==> src/assert_macros.svh <==
// ----------------------------------------------------------------------------
// assert_macros.svh
// Shared concurrent assertion macros, reset-qualified, reporting by $error.
// ----------------------------------------------------------------------------
`ifndef ASSERT_MACROS_SVH
`define ASSERT_MACROS_SVH

// Same-cycle implication
`define ASSERT_IMP(label, clk, rst_n, ante, cons) \
  label: assert property (@(posedge clk) disable iff (!rst_n) (ante) |-> (cons)) \
    else $error("assertion failed: same-cycle implication");

// Next-cycle implication
`define ASSERT_NXT(label, clk, rst_n, ante, cons) \
  label: assert property (@(posedge clk) disable iff (!rst_n) (ante) |=> (cons)) \
    else $error("assertion failed: next-cycle implication");

`endif

==> src/pdfm_pkg.sv <==
// ----------------------------------------------------------------------------
// pdfm_pkg
// Field widths, constants and shared types of the pulse duty/frequency meter.
// ----------------------------------------------------------------------------
package pdfm_pkg;

  localparam int TPS_W   = 24;
  localparam int TICKS_W = 16;
  localparam int DUTY_W  = 7;
  localparam int FREQ_W  = 24;
  localparam int PERCENT = 100;

  localparam logic [TPS_W-1:0] TPS_RESET = 24'd100000;

  // status of the serial divider
  typedef struct packed {
    logic busy;
    logic done;
  } div_stat_t;

endpackage

==> src/pdfm_if.sv <==
// ----------------------------------------------------------------------------
// pdfm_if
// Valid/ready channels of the meter: sample input, record output, config.
// ----------------------------------------------------------------------------
interface pdfm_in_if;
  logic valid;
  logic ready;
  logic pin_level;
  modport source (output valid, output pin_level, input ready);
  modport sink   (input valid, input pin_level, output ready);
endinterface

interface pdfm_out_if;
  logic                            valid;
  logic                            ready;
  logic [pdfm_pkg::TICKS_W-1:0]    high_ticks;
  logic [pdfm_pkg::TICKS_W-1:0]    low_ticks;
  logic [pdfm_pkg::DUTY_W-1:0]     duty_percent;
  logic [pdfm_pkg::FREQ_W-1:0]     frequency;
  modport source (output valid, output high_ticks, output low_ticks,
                  output duty_percent, output frequency, input ready);
  modport sink   (input valid, input high_ticks, input low_ticks,
                  input duty_percent, input frequency, output ready);
endinterface

interface pdfm_cfg_if;
  logic                        valid;
  logic                        ready;
  logic [pdfm_pkg::TPS_W-1:0]  data;
  modport source (output valid, output data, input ready);
  modport sink   (input valid, input data, output ready);
endinterface

==> src/pulse_duty_frequency_meter.sv <==
// ----------------------------------------------------------------------------
// pulse_duty_frequency_meter
// Measures high and low phase lengths of a sampled pin, reports duty and
// frequency once per completed period.
// ----------------------------------------------------------------------------
// Sequence: a sample that completes no period only updates the counters; a rising
//   edge runs the one bit-serial divider (NW = max(24, COUNT_WIDTH+7) bits) for
//   duty, then for frequency, and its record then enters the output register.
// Throughput: one sample per cycle between edges; in_ch.ready stays low from
//   a rising edge until its record enters the output register, which waits
//   while an earlier record there has not been taken.
// Reset: synchronous active-low rst_n clears counters, sequencer and output
//   valid, and sets ticks_per_second to 100000.
// ----------------------------------------------------------------------------
`include "assert_macros.svh"

module pulse_duty_frequency_meter #(
  parameter int COUNT_WIDTH = 16
) (
  input  logic                clk,
  input  logic                rst_n,
  pdfm_in_if.sink             in_ch,
  pdfm_out_if.source          out_ch,
  pdfm_cfg_if.sink            cfg_ch
);

  localparam int CW = COUNT_WIDTH;
  localparam int NW = (CW + 7 > pdfm_pkg::TPS_W) ? CW + 7 : pdfm_pkg::TPS_W;
  localparam int DW = CW + 1;
  localparam int WW = (CW > pdfm_pkg::TICKS_W) ? CW : pdfm_pkg::TICKS_W;

  localparam logic [1:0] ST_IDLE = 2'd0;
  localparam logic [1:0] ST_DUTY = 2'd1;
  localparam logic [1:0] ST_FREQ = 2'd2;
  localparam logic [1:0] ST_OUT  = 2'd3;

  logic [1:0]                     state_r, state_nxt;
  logic [pdfm_pkg::TPS_W-1:0]     tps_r;
  logic [CW-1:0]                  hl_r, lo_r;
  logic                           pz_r;
  logic [pdfm_pkg::DUTY_W-1:0]    duty_r, duty_nxt;
  logic [pdfm_pkg::FREQ_W-1:0]    freq_r, freq_nxt;
  logic                           out_valid_r, out_valid_nxt;
  logic [pdfm_pkg::TICKS_W-1:0]   out_high_r, out_low_r;
  logic [pdfm_pkg::DUTY_W-1:0]    out_duty_r;
  logic [pdfm_pkg::FREQ_W-1:0]    out_freq_r;

  logic                           in_acc;
  logic                           emit;
  logic [CW-1:0]                  high_done, low_done;
  logic [DW-1:0]                  period_c;
  logic [DW-1:0]                  div_den;
  logic                           div_start;
  logic [NW-1:0]                  div_num;
  logic [NW-1:0]                  div_quot;
  pdfm_pkg::div_stat_t            div_st;
  logic                           load_out;
  logic [WW-1:0]                  hl_ext, lo_ext;
  logic [pdfm_pkg::TICKS_W-1:0]   hl_sat, lo_sat;

  assign in_ch.ready  = (state_r == ST_IDLE);
  assign cfg_ch.ready = 1'b1;
  assign in_acc       = in_ch.valid && in_ch.ready;

  pdfm_phase #(.CW(CW)) u_phase (
    .clk       (clk),
    .rst_n     (rst_n),
    .accept    (in_acc),
    .level     (in_ch.pin_level),
    .emit      (emit),
    .high_done (high_done),
    .low_done  (low_done)
  );

  // start duty on the edge, frequency as soon as duty is done
  assign period_c  = DW'(high_done) + DW'(low_done);
  assign div_start = (in_acc && emit) || ((state_r == ST_DUTY) && div_st.done);
  assign div_num   = (state_r == ST_IDLE) ?
                     NW'(high_done) * NW'(pdfm_pkg::PERCENT) : NW'(tps_r);
  // the phase counters have moved on by then, so take the held period
  assign div_den   = (state_r == ST_IDLE) ? period_c : DW'(hl_r) + DW'(lo_r);

  pdfm_div #(.NW(NW), .DW(DW)) u_div (
    .clk   (clk),
    .rst_n (rst_n),
    .start (div_start),
    .num   (div_num),
    .den   (div_den),
    .quot  (div_quot),
    .st    (div_st)
  );

  // clamp reported phase lengths to the field width
  assign hl_ext = WW'(hl_r);
  assign lo_ext = WW'(lo_r);
  assign hl_sat = (hl_ext > WW'({pdfm_pkg::TICKS_W{1'b1}})) ? '1 : hl_ext[pdfm_pkg::TICKS_W-1:0];
  assign lo_sat = (lo_ext > WW'({pdfm_pkg::TICKS_W{1'b1}})) ? '1 : lo_ext[pdfm_pkg::TICKS_W-1:0];

  assign load_out = (state_r == ST_OUT) && (!out_valid_r || out_ch.ready);

  // sequence the two divisions and the hand-off to the output register
  always_comb begin
    state_nxt     = state_r;
    duty_nxt      = duty_r;
    freq_nxt      = freq_r;
    out_valid_nxt = out_valid_r;
    if (out_ch.ready) begin
      out_valid_nxt = 1'b0;
    end
    case (state_r)
      ST_IDLE: begin
        if (in_acc && emit) begin
          state_nxt = ST_DUTY;
        end
      end
      ST_DUTY: begin
        if (div_st.done) begin
          duty_nxt  = pz_r ? '0 : div_quot[pdfm_pkg::DUTY_W-1:0];
          state_nxt = ST_FREQ;
        end
      end
      ST_FREQ: begin
        if (div_st.done) begin
          freq_nxt  = pz_r ? '0 : div_quot[pdfm_pkg::FREQ_W-1:0];
          state_nxt = ST_OUT;
        end
      end
      ST_OUT: begin
        if (load_out) begin
          out_valid_nxt = 1'b1;
          state_nxt     = ST_IDLE;
        end
      end
      default: begin
        state_nxt = ST_IDLE;
      end
    endcase
  end

  always_ff @(posedge clk) begin
    if (!rst_n) begin
      state_r     <= ST_IDLE;
      out_valid_r <= 1'b0;
      tps_r       <= pdfm_pkg::TPS_RESET;
    end else begin
      state_r     <= state_nxt;
      out_valid_r <= out_valid_nxt;
      if (cfg_ch.valid && cfg_ch.ready) begin
        tps_r <= cfg_ch.data;
      end
    end
  end

  // hold the finished phase lengths and the results
  always_ff @(posedge clk) begin
    duty_r <= duty_nxt;
    freq_r <= freq_nxt;
    if (in_acc && emit) begin
      hl_r <= high_done;
      lo_r <= low_done;
      pz_r <= (period_c == '0);
    end
    if (load_out) begin
      out_high_r <= hl_sat;
      out_low_r  <= lo_sat;
      out_duty_r <= duty_r;
      out_freq_r <= freq_r;
    end
  end

  assign out_ch.valid        = out_valid_r;
  assign out_ch.high_ticks   = out_high_r;
  assign out_ch.low_ticks    = out_low_r;
  assign out_ch.duty_percent = out_duty_r;
  assign out_ch.frequency    = out_freq_r;

  `ASSERT_IMP(a_start_idle, clk, rst_n, div_start, !div_st.busy)
  `ASSERT_IMP(a_done_in_div, clk, rst_n, div_st.done, (state_r == ST_DUTY) || (state_r == ST_FREQ))
  `ASSERT_NXT(a_edge_starts, clk, rst_n, in_acc && emit, (state_r == ST_DUTY) && div_st.busy)
  `ASSERT_IMP(a_duty_range, clk, rst_n, state_r == ST_FREQ, duty_r <= pdfm_pkg::DUTY_W'(pdfm_pkg::PERCENT))

endmodule

==> src/pdfm_phase.sv <==
// ----------------------------------------------------------------------------
// pdfm_phase
// Saturating high/low phase counters with edge detection on each sample.
// ----------------------------------------------------------------------------
module pdfm_phase #(
  parameter int CW = 16
) (
  input  logic          clk,
  input  logic          rst_n,
  input  logic          accept,
  input  logic          level,
  output logic          emit,
  output logic [CW-1:0] high_done,
  output logic [CW-1:0] low_done
);

  logic [CW-1:0] high_cnt_r, high_cnt_nxt;
  logic [CW-1:0] low_cnt_r,  low_cnt_nxt;
  logic [CW-1:0] high_lat_r, high_lat_nxt;
  logic          last_low_r, last_low_nxt;

  // a rising edge completes a period
  assign emit      = level && last_low_r;
  assign high_done = high_lat_r;
  assign low_done  = low_cnt_r;

  // count the current level, then act on the edge
  always_comb begin
    high_cnt_nxt = high_cnt_r;
    low_cnt_nxt  = low_cnt_r;
    high_lat_nxt = high_lat_r;
    last_low_nxt = last_low_r;
    if (accept) begin
      if (level) begin
        high_cnt_nxt = (high_cnt_r == '1) ? high_cnt_r : high_cnt_r + CW'(1);
        if (last_low_r) begin
          last_low_nxt = 1'b0;
          low_cnt_nxt  = '0;
        end
      end else begin
        low_cnt_nxt = (low_cnt_r == '1) ? low_cnt_r : low_cnt_r + CW'(1);
        if (!last_low_r) begin
          high_lat_nxt = high_cnt_r;
          last_low_nxt = 1'b1;
          high_cnt_nxt = '0;
        end
      end
    end
  end

  always_ff @(posedge clk) begin
    if (!rst_n) begin
      high_cnt_r <= '0;
      low_cnt_r  <= '0;
      high_lat_r <= '0;
      last_low_r <= 1'b0;
    end else begin
      high_cnt_r <= high_cnt_nxt;
      low_cnt_r  <= low_cnt_nxt;
      high_lat_r <= high_lat_nxt;
      last_low_r <= last_low_nxt;
    end
  end

endmodule

==> src/pdfm_div.sv <==
// ----------------------------------------------------------------------------
// pdfm_div
// Bit-serial restoring divider: one quotient bit per cycle, NW quotient bits.
// ----------------------------------------------------------------------------
module pdfm_div #(
  parameter int NW = 24,
  parameter int DW = 17
) (
  input  logic                clk,
  input  logic                rst_n,
  input  logic                start,
  input  logic [NW-1:0]       num,
  input  logic [DW-1:0]       den,
  output logic [NW-1:0]       quot,
  output pdfm_pkg::div_stat_t st
);

  localparam int CNT_W = $clog2(NW + 1);

  logic [NW-1:0]    num_r, num_nxt;
  logic [DW-1:0]    rem_r, rem_nxt;
  logic [DW-1:0]    den_r, den_nxt;
  logic [CNT_W-1:0] cnt_r, cnt_nxt;
  logic             done_r, done_nxt;
  logic [DW:0]      trial;
  logic [DW:0]      diff;
  logic             take;

  // bring down one numerator bit and try the subtraction
  assign trial = {rem_r, num_r[NW-1]};
  assign diff  = trial - {1'b0, den_r};
  assign take  = !diff[DW];

  // numerator bits shift out at the top, quotient bits in at the bottom
  always_comb begin
    num_nxt  = num_r;
    rem_nxt  = rem_r;
    den_nxt  = den_r;
    cnt_nxt  = cnt_r;
    done_nxt = 1'b0;
    if (start) begin
      num_nxt = num;
      rem_nxt = '0;
      den_nxt = den;
      cnt_nxt = CNT_W'(NW);
    end else if (cnt_r != '0) begin
      num_nxt  = {num_r[NW-2:0], take};
      rem_nxt  = take ? diff[DW-1:0] : trial[DW-1:0];
      cnt_nxt  = cnt_r - CNT_W'(1);
      done_nxt = (cnt_r == CNT_W'(1));
    end
  end

  always_ff @(posedge clk) begin
    num_r <= num_nxt;
    rem_r <= rem_nxt;
    den_r <= den_nxt;
  end

  always_ff @(posedge clk) begin
    if (!rst_n) begin
      cnt_r  <= '0;
      done_r <= 1'b0;
    end else begin
      cnt_r  <= cnt_nxt;
      done_r <= done_nxt;
    end
  end

  assign quot    = num_r;
  assign st.busy = (cnt_r != '0);
  assign st.done = done_r;

endmodule
==> src/flat_wrapper.sv <==
// flat-port wrapper written by rule: the top's interface ports become plain ports
module pulse_duty_frequency_meter_flat 
#(
  parameter int COUNT_WIDTH = 16
)
  (clk, rst_n, in_ch_valid, in_ch_pin_level, in_ch_ready, out_ch_valid, out_ch_high_ticks, out_ch_low_ticks, out_ch_duty_percent, out_ch_frequency, out_ch_ready, cfg_ch_valid, cfg_ch_data, cfg_ch_ready);
  pdfm_in_if in_ch_i ();
  pdfm_out_if out_ch_i ();
  pdfm_cfg_if cfg_ch_i ();
  input  logic clk;
  input  logic rst_n;
  input wire logic [$bits(in_ch_i.valid)-1:0] in_ch_valid;
  input wire logic [$bits(in_ch_i.pin_level)-1:0] in_ch_pin_level;
  output wire logic [$bits(in_ch_i.ready)-1:0] in_ch_ready;
  output wire logic [$bits(out_ch_i.valid)-1:0] out_ch_valid;
  output wire logic [$bits(out_ch_i.high_ticks)-1:0] out_ch_high_ticks;
  output wire logic [$bits(out_ch_i.low_ticks)-1:0] out_ch_low_ticks;
  output wire logic [$bits(out_ch_i.duty_percent)-1:0] out_ch_duty_percent;
  output wire logic [$bits(out_ch_i.frequency)-1:0] out_ch_frequency;
  input wire logic [$bits(out_ch_i.ready)-1:0] out_ch_ready;
  input wire logic [$bits(cfg_ch_i.valid)-1:0] cfg_ch_valid;
  input wire logic [$bits(cfg_ch_i.data)-1:0] cfg_ch_data;
  output wire logic [$bits(cfg_ch_i.ready)-1:0] cfg_ch_ready;
  assign in_ch_i.valid = in_ch_valid;
  assign in_ch_i.pin_level = in_ch_pin_level;
  assign in_ch_ready = in_ch_i.ready;
  assign out_ch_valid = out_ch_i.valid;
  assign out_ch_high_ticks = out_ch_i.high_ticks;
  assign out_ch_low_ticks = out_ch_i.low_ticks;
  assign out_ch_duty_percent = out_ch_i.duty_percent;
  assign out_ch_frequency = out_ch_i.frequency;
  assign out_ch_i.ready = out_ch_ready;
  assign cfg_ch_i.valid = cfg_ch_valid;
  assign cfg_ch_i.data = cfg_ch_data;
  assign cfg_ch_ready = cfg_ch_i.ready;
  pulse_duty_frequency_meter #(.COUNT_WIDTH(COUNT_WIDTH)) u_core (.clk(clk), .rst_n(rst_n), .in_ch(in_ch_i), .out_ch(out_ch_i), .cfg_ch(cfg_ch_i));
endmodule
==> config.mk <==
export PLATFORM = sky130hd
export DESIGN_NAME = pulse_duty_frequency_meter_flat
export DESIGN_NICKNAME = d
export VERILOG_FILES = /design/src/pdfm_pkg.sv /design/src/pdfm_if.sv /design/src/pulse_duty_frequency_meter.sv /design/src/pdfm_phase.sv /design/src/pdfm_div.sv /design/src/flat_wrapper.sv
export VERILOG_INCLUDE_DIRS = /design/src /design/src/src
export SDC_FILE = /design/constraint.sdc
export NUM_CORES = 1
export LEC_CHECK = 0
export ABC_AREA = 1
export BUFFER_PORTS_ARGS = -buffer_cell sky130_fd_sc_hd__buf_2
export CORE_ASPECT_RATIO = 0.75
export CORE_UTILIZATION = 66
export CTS_CLUSTER_DIAMETER = 40
export DETAILED_ROUTE_END_ITERATION = 8
export GPL_TIMING_DRIVEN = 0
export HOLD_SLACK_MARGIN = 0.05
export PLACE_DENSITY = 0.85
export SLEW_MARGIN = 20
export SYNTH_ARGS = -nofsm -noshare
export SYNTH_HDL_FRONTEND = slang
export SYNTH_SLANG_ARGS = --single-unit
export TNS_END_PERCENT = 100
==> constraint.sdc <==
create_clock -name clk -period 14.3 [get_ports clk]
set_input_delay 3.575 -clock clk [delete_from_list [all_inputs] [get_ports clk]]
set_output_delay 3.575 -clock clk [all_outputs]
set_load 0.005 [all_outputs]
==> results by group <==
GRT
  – Initial antenna violation count: 0
  – Pin count of the biggest net entering global routing: 37
  – Vias in the first global route: 12550
  – GR Util All Layers: 0.3455
  – Grt total ovfl: 0
  – First-pass GRT wire length: 64370 um

CTS
  – Setup Buffers After CTS: 0
  – # hold bufs at CTS: 0
  – Cts bufs inserted: 36
  – Skew-Pair Late Insertion Delay: 0.54 ns
  – H-tree levels: 2
  – TritonCTS clock tree: built
  – Clock-pin slew on the worst setup and hold paths: 0.06 ns
  – Clock root buffer: clkbuf_16
  – Max Root-Sink Buffers: 3
  – Post-CTS Resized: 0
  – Clock sink total: 267

Detailed routing
  – Routed vias/inst: 5.802
  – # DRC: 0
  – WL final: 40240 um
  – Via count: 13260
  – Detail Route Antenna Nets: 0
  – Wire per inst: 17.60 um
  – TritonRoute pass-1 iters: 6
  – First DRT Iteration DRCs: 1372

Finish
  – Most frequent cells in the layout: nand2_1 (387), inv_1 (262), nor2_1 (191)
  – Util after Layout: 0.7702
  – Final net count: 2112
  – ANT cells: 0
  – Layout area overhead: 14.66%
  – Finished Layout Cells: 2286
  – Commonest non-fill, non-tap cell in the layout: nand2_1
  – Proportion of layout cells with a drive suffix above 1: 0.1360

Placed design
  – Dpl hpwl: 29400 um
  – Dpl cells: 2220
  – PortBufs: 94
  – Gpl congestion: 0.9785

Timing
  – RSZ-0062 raised after global routing: no
  – Final min period: 5.766 ns
  – Slew HR: 0.3496
  – Final-report setup violation count: 0
  – Clock Skews: 0.02436 ns
  – Period utilization: 0.4032
  – Slew Limit Fails: 0
  – Fmax: 173.4 MHz
  – Final TNS setup: 0 ns
  – Worst slew pin tran: 0.9745 ns
  – Final number of hold-violating endpoints: 0
  – Hold WS: 0.4140 ns

Yosys
  – Post-Synthesis Cells: 1823
  – Post-synth EDFFs: 168
  – Sequential fraction of the synthesis area: 0.4560
  – Synthesized flop and latch total: 267
  – Post-synth cell types: 52
  – Prevailing post-synth register cell: edfxtp_1
  – Mean post-synth cell area: 8.453 um^2
  – Mapped cell area: 15410 um^2
  – Async SR Flop Fraction: 0
  – Syn_nets: 1977
  – YS warnings: 0

Setup path
  – Crit path max fanout: 36
  – Crit Path Class: input port to register
  – Setup crit start kind: input port
  – CP Data Arrival Time: 5.93 ns
  – Worst setup EP type: register
  – Worst endpoint required time: 14.46 ns

Floorplanning
  – I/O pins: 96
  – Die Wd: 178.4 um
  – Initial Util: 0.6717
  – Die height: 134.3 um
  – Core Box Area: 22940 um^2
  – Die ar.: 23970 um^2
  – Cell Rows: 48

Flow run
  – Max-capacitance violation count: 0

Power
  – Maximum vdd ir drop: 122.2 uV
  – Leakage power: 8.185 nW
  – Total power: 3.294 mW
  – Power Density: 186.4 nW/um^2

Worst hold path
  – HP Class: register to register

Outcome
  – Outcome: completed
## stage by stage
| step | setup WS [ns] | cell area (um^2) |
|---|---|---|
| floorplan | 7.136 | 15410 |
| global placement | 5.771 | 16260 |
| detailed placement | 8.024 | 16350 |
| CTS | 8.555 | 17670 |
| global route | 8.387 | 17670 |
| finish | 8.534 | 17670 |
## logic make-up (layout without fill, tap and decap cells)
family / count (synthesis) / count (layout) / share of synthesized area
xor gates and xnor gates: 40 / 40 / 0.02273
and+or+nand+nor: 816 / 816 / 0.2385
AOI/OAI and AO/OA: 253 / 253 / 0.09029
DFF: 267 / 267 / 0.4560
adders and majority gates: 124 / 124 / 0.1075
other: 1 / 1 / 0.0002434
buffers and inverters: 322 / 485 / 0.08477
## cell type report
cell class / instances / area, um^2
multi-input combinational: 1234 / 7088
sequential: 267 / 7027
fill: 1531 / 5273
inverter: 276 / 1036
clock buffer: 39 / 912.1
timing repair buffer: 97 / 553.0
clock inverter: 27 / 407.9
tap: 300 / 375.4
buffer: 46 / 270.3
## layer usage
metal | up-vias | global-route usage | part of all wire | wire, um
li1 | 6294 | - | - | -
met1 | 6151 | 0.4706 | 0.42 | 16840
met2 | 684 | 0.5508 | 0.45 | 18290
met3 | 135 | 0.05811 | 0.091 | 3652
met4 | 0 | 0.1365 | 0.036 | 1452
met5 | - | 0 | 0 | 0
## cells in the mapped netlist, types with 2 or more instances
cell        n  share of area
o21ai_0   109          0.035
clkbuf_1   24         0.0058
fa_1       14          0.018
nand3b_1    8         0.0039
and2_1      4         0.0016
or2_2       4         0.0016
a22oi_1     2        0.00097
xnor2_1     8         0.0045
nor3_4      3         0.0032
and3_1      2        0.00081
o21ai_1     4         0.0013
o21ai_2     2         0.0011
o22ai_1     7         0.0028
xor2_1     32          0.018
a21oi_1    90          0.029
o21bai_1    3         0.0015
inv_1     262          0.064
dfxtp_1    99           0.13
nand2_4     6         0.0044
ha_1      110          0.089
a31oi_1    10         0.0041
nand3_2    20          0.013
nor2_2      2        0.00081
buf_2       7         0.0023
buf_1       2        0.00049
nand4_1    17         0.0069
nor2_1    191          0.047
buf_4       3         0.0015
nand2_2    19         0.0077
o211ai_1    5         0.0024
edfxtp_1  168           0.33
a21boi_0    2        0.00097
a21oi_2    13         0.0074
nor3_1     16         0.0052
inv_2      13         0.0032
nand2_1   387          0.094
nand3_4     2         0.0023
nor2_4      4         0.0029
nand3_1   129          0.042
buf_6       8         0.0058
## critical path: stages
cell and delay, ns:
buf_2 0.14, inv_2 0.09, nor2_2 0.22, nand2_2 0.12, inv_2 0.62, nor2_4 0.13
inv_2 0.22, nor2_1 0.09, inv_1 0.69
## state kept, by name (all words and copies together), names as in the netlist
name / flops
u_core.u_phase.last_low_r: 1
u_core.u_phase.high_cnt_r: 16
u_core.out_ch.frequency: 24
u_core.tps_r: 24
u_core.u_div.cnt_r: 5
u_core.out_ch.valid: 1
u_core.out_ch.high_ticks: 16
u_core.state_r: 2
u_core.u_div.rem_r: 17
u_core.pz_r: 1
u_core.freq_r: 24
u_core.u_phase.low_done: 16
u_core.duty_r: 7
u_core.u_div.den_r: 17
u_core.hl_ext: 16
u_core.u_phase.high_done: 16
u_core.u_div.quot: 24
u_core.u_div.done_r: 1
u_core.out_ch.duty_percent: 7
u_core.out_ch.low_ticks: 16
u_core.lo_ext: 16
## power breakdown
group	internal [mW]	total (mW)	switching [mW]	leakage [nW]
registers	0.984	1.08	0.0962	2.36
logic	0.425	1.24	0.815	5.19
clock network	0.592	0.975	0.383	0.634
## worst paths after layout
path                          startpoint  slack (ns)                     endpoint  cells after the start
min                    u_core.freq_r[15]        0.41  u_core.out_ch.frequency[15]                      0
min reg2reg            u_core.freq_r[15]        0.41  u_core.out_ch.frequency[15]                      0
max                      in_ch_pin_level        8.53        u_core.u_div.quot[21]                      9
max reg2reg  u_core.u_phase.high_done[6]       10.67        u_core.u_div.quot[22]                     16
(Power assumes the default switching activity.)
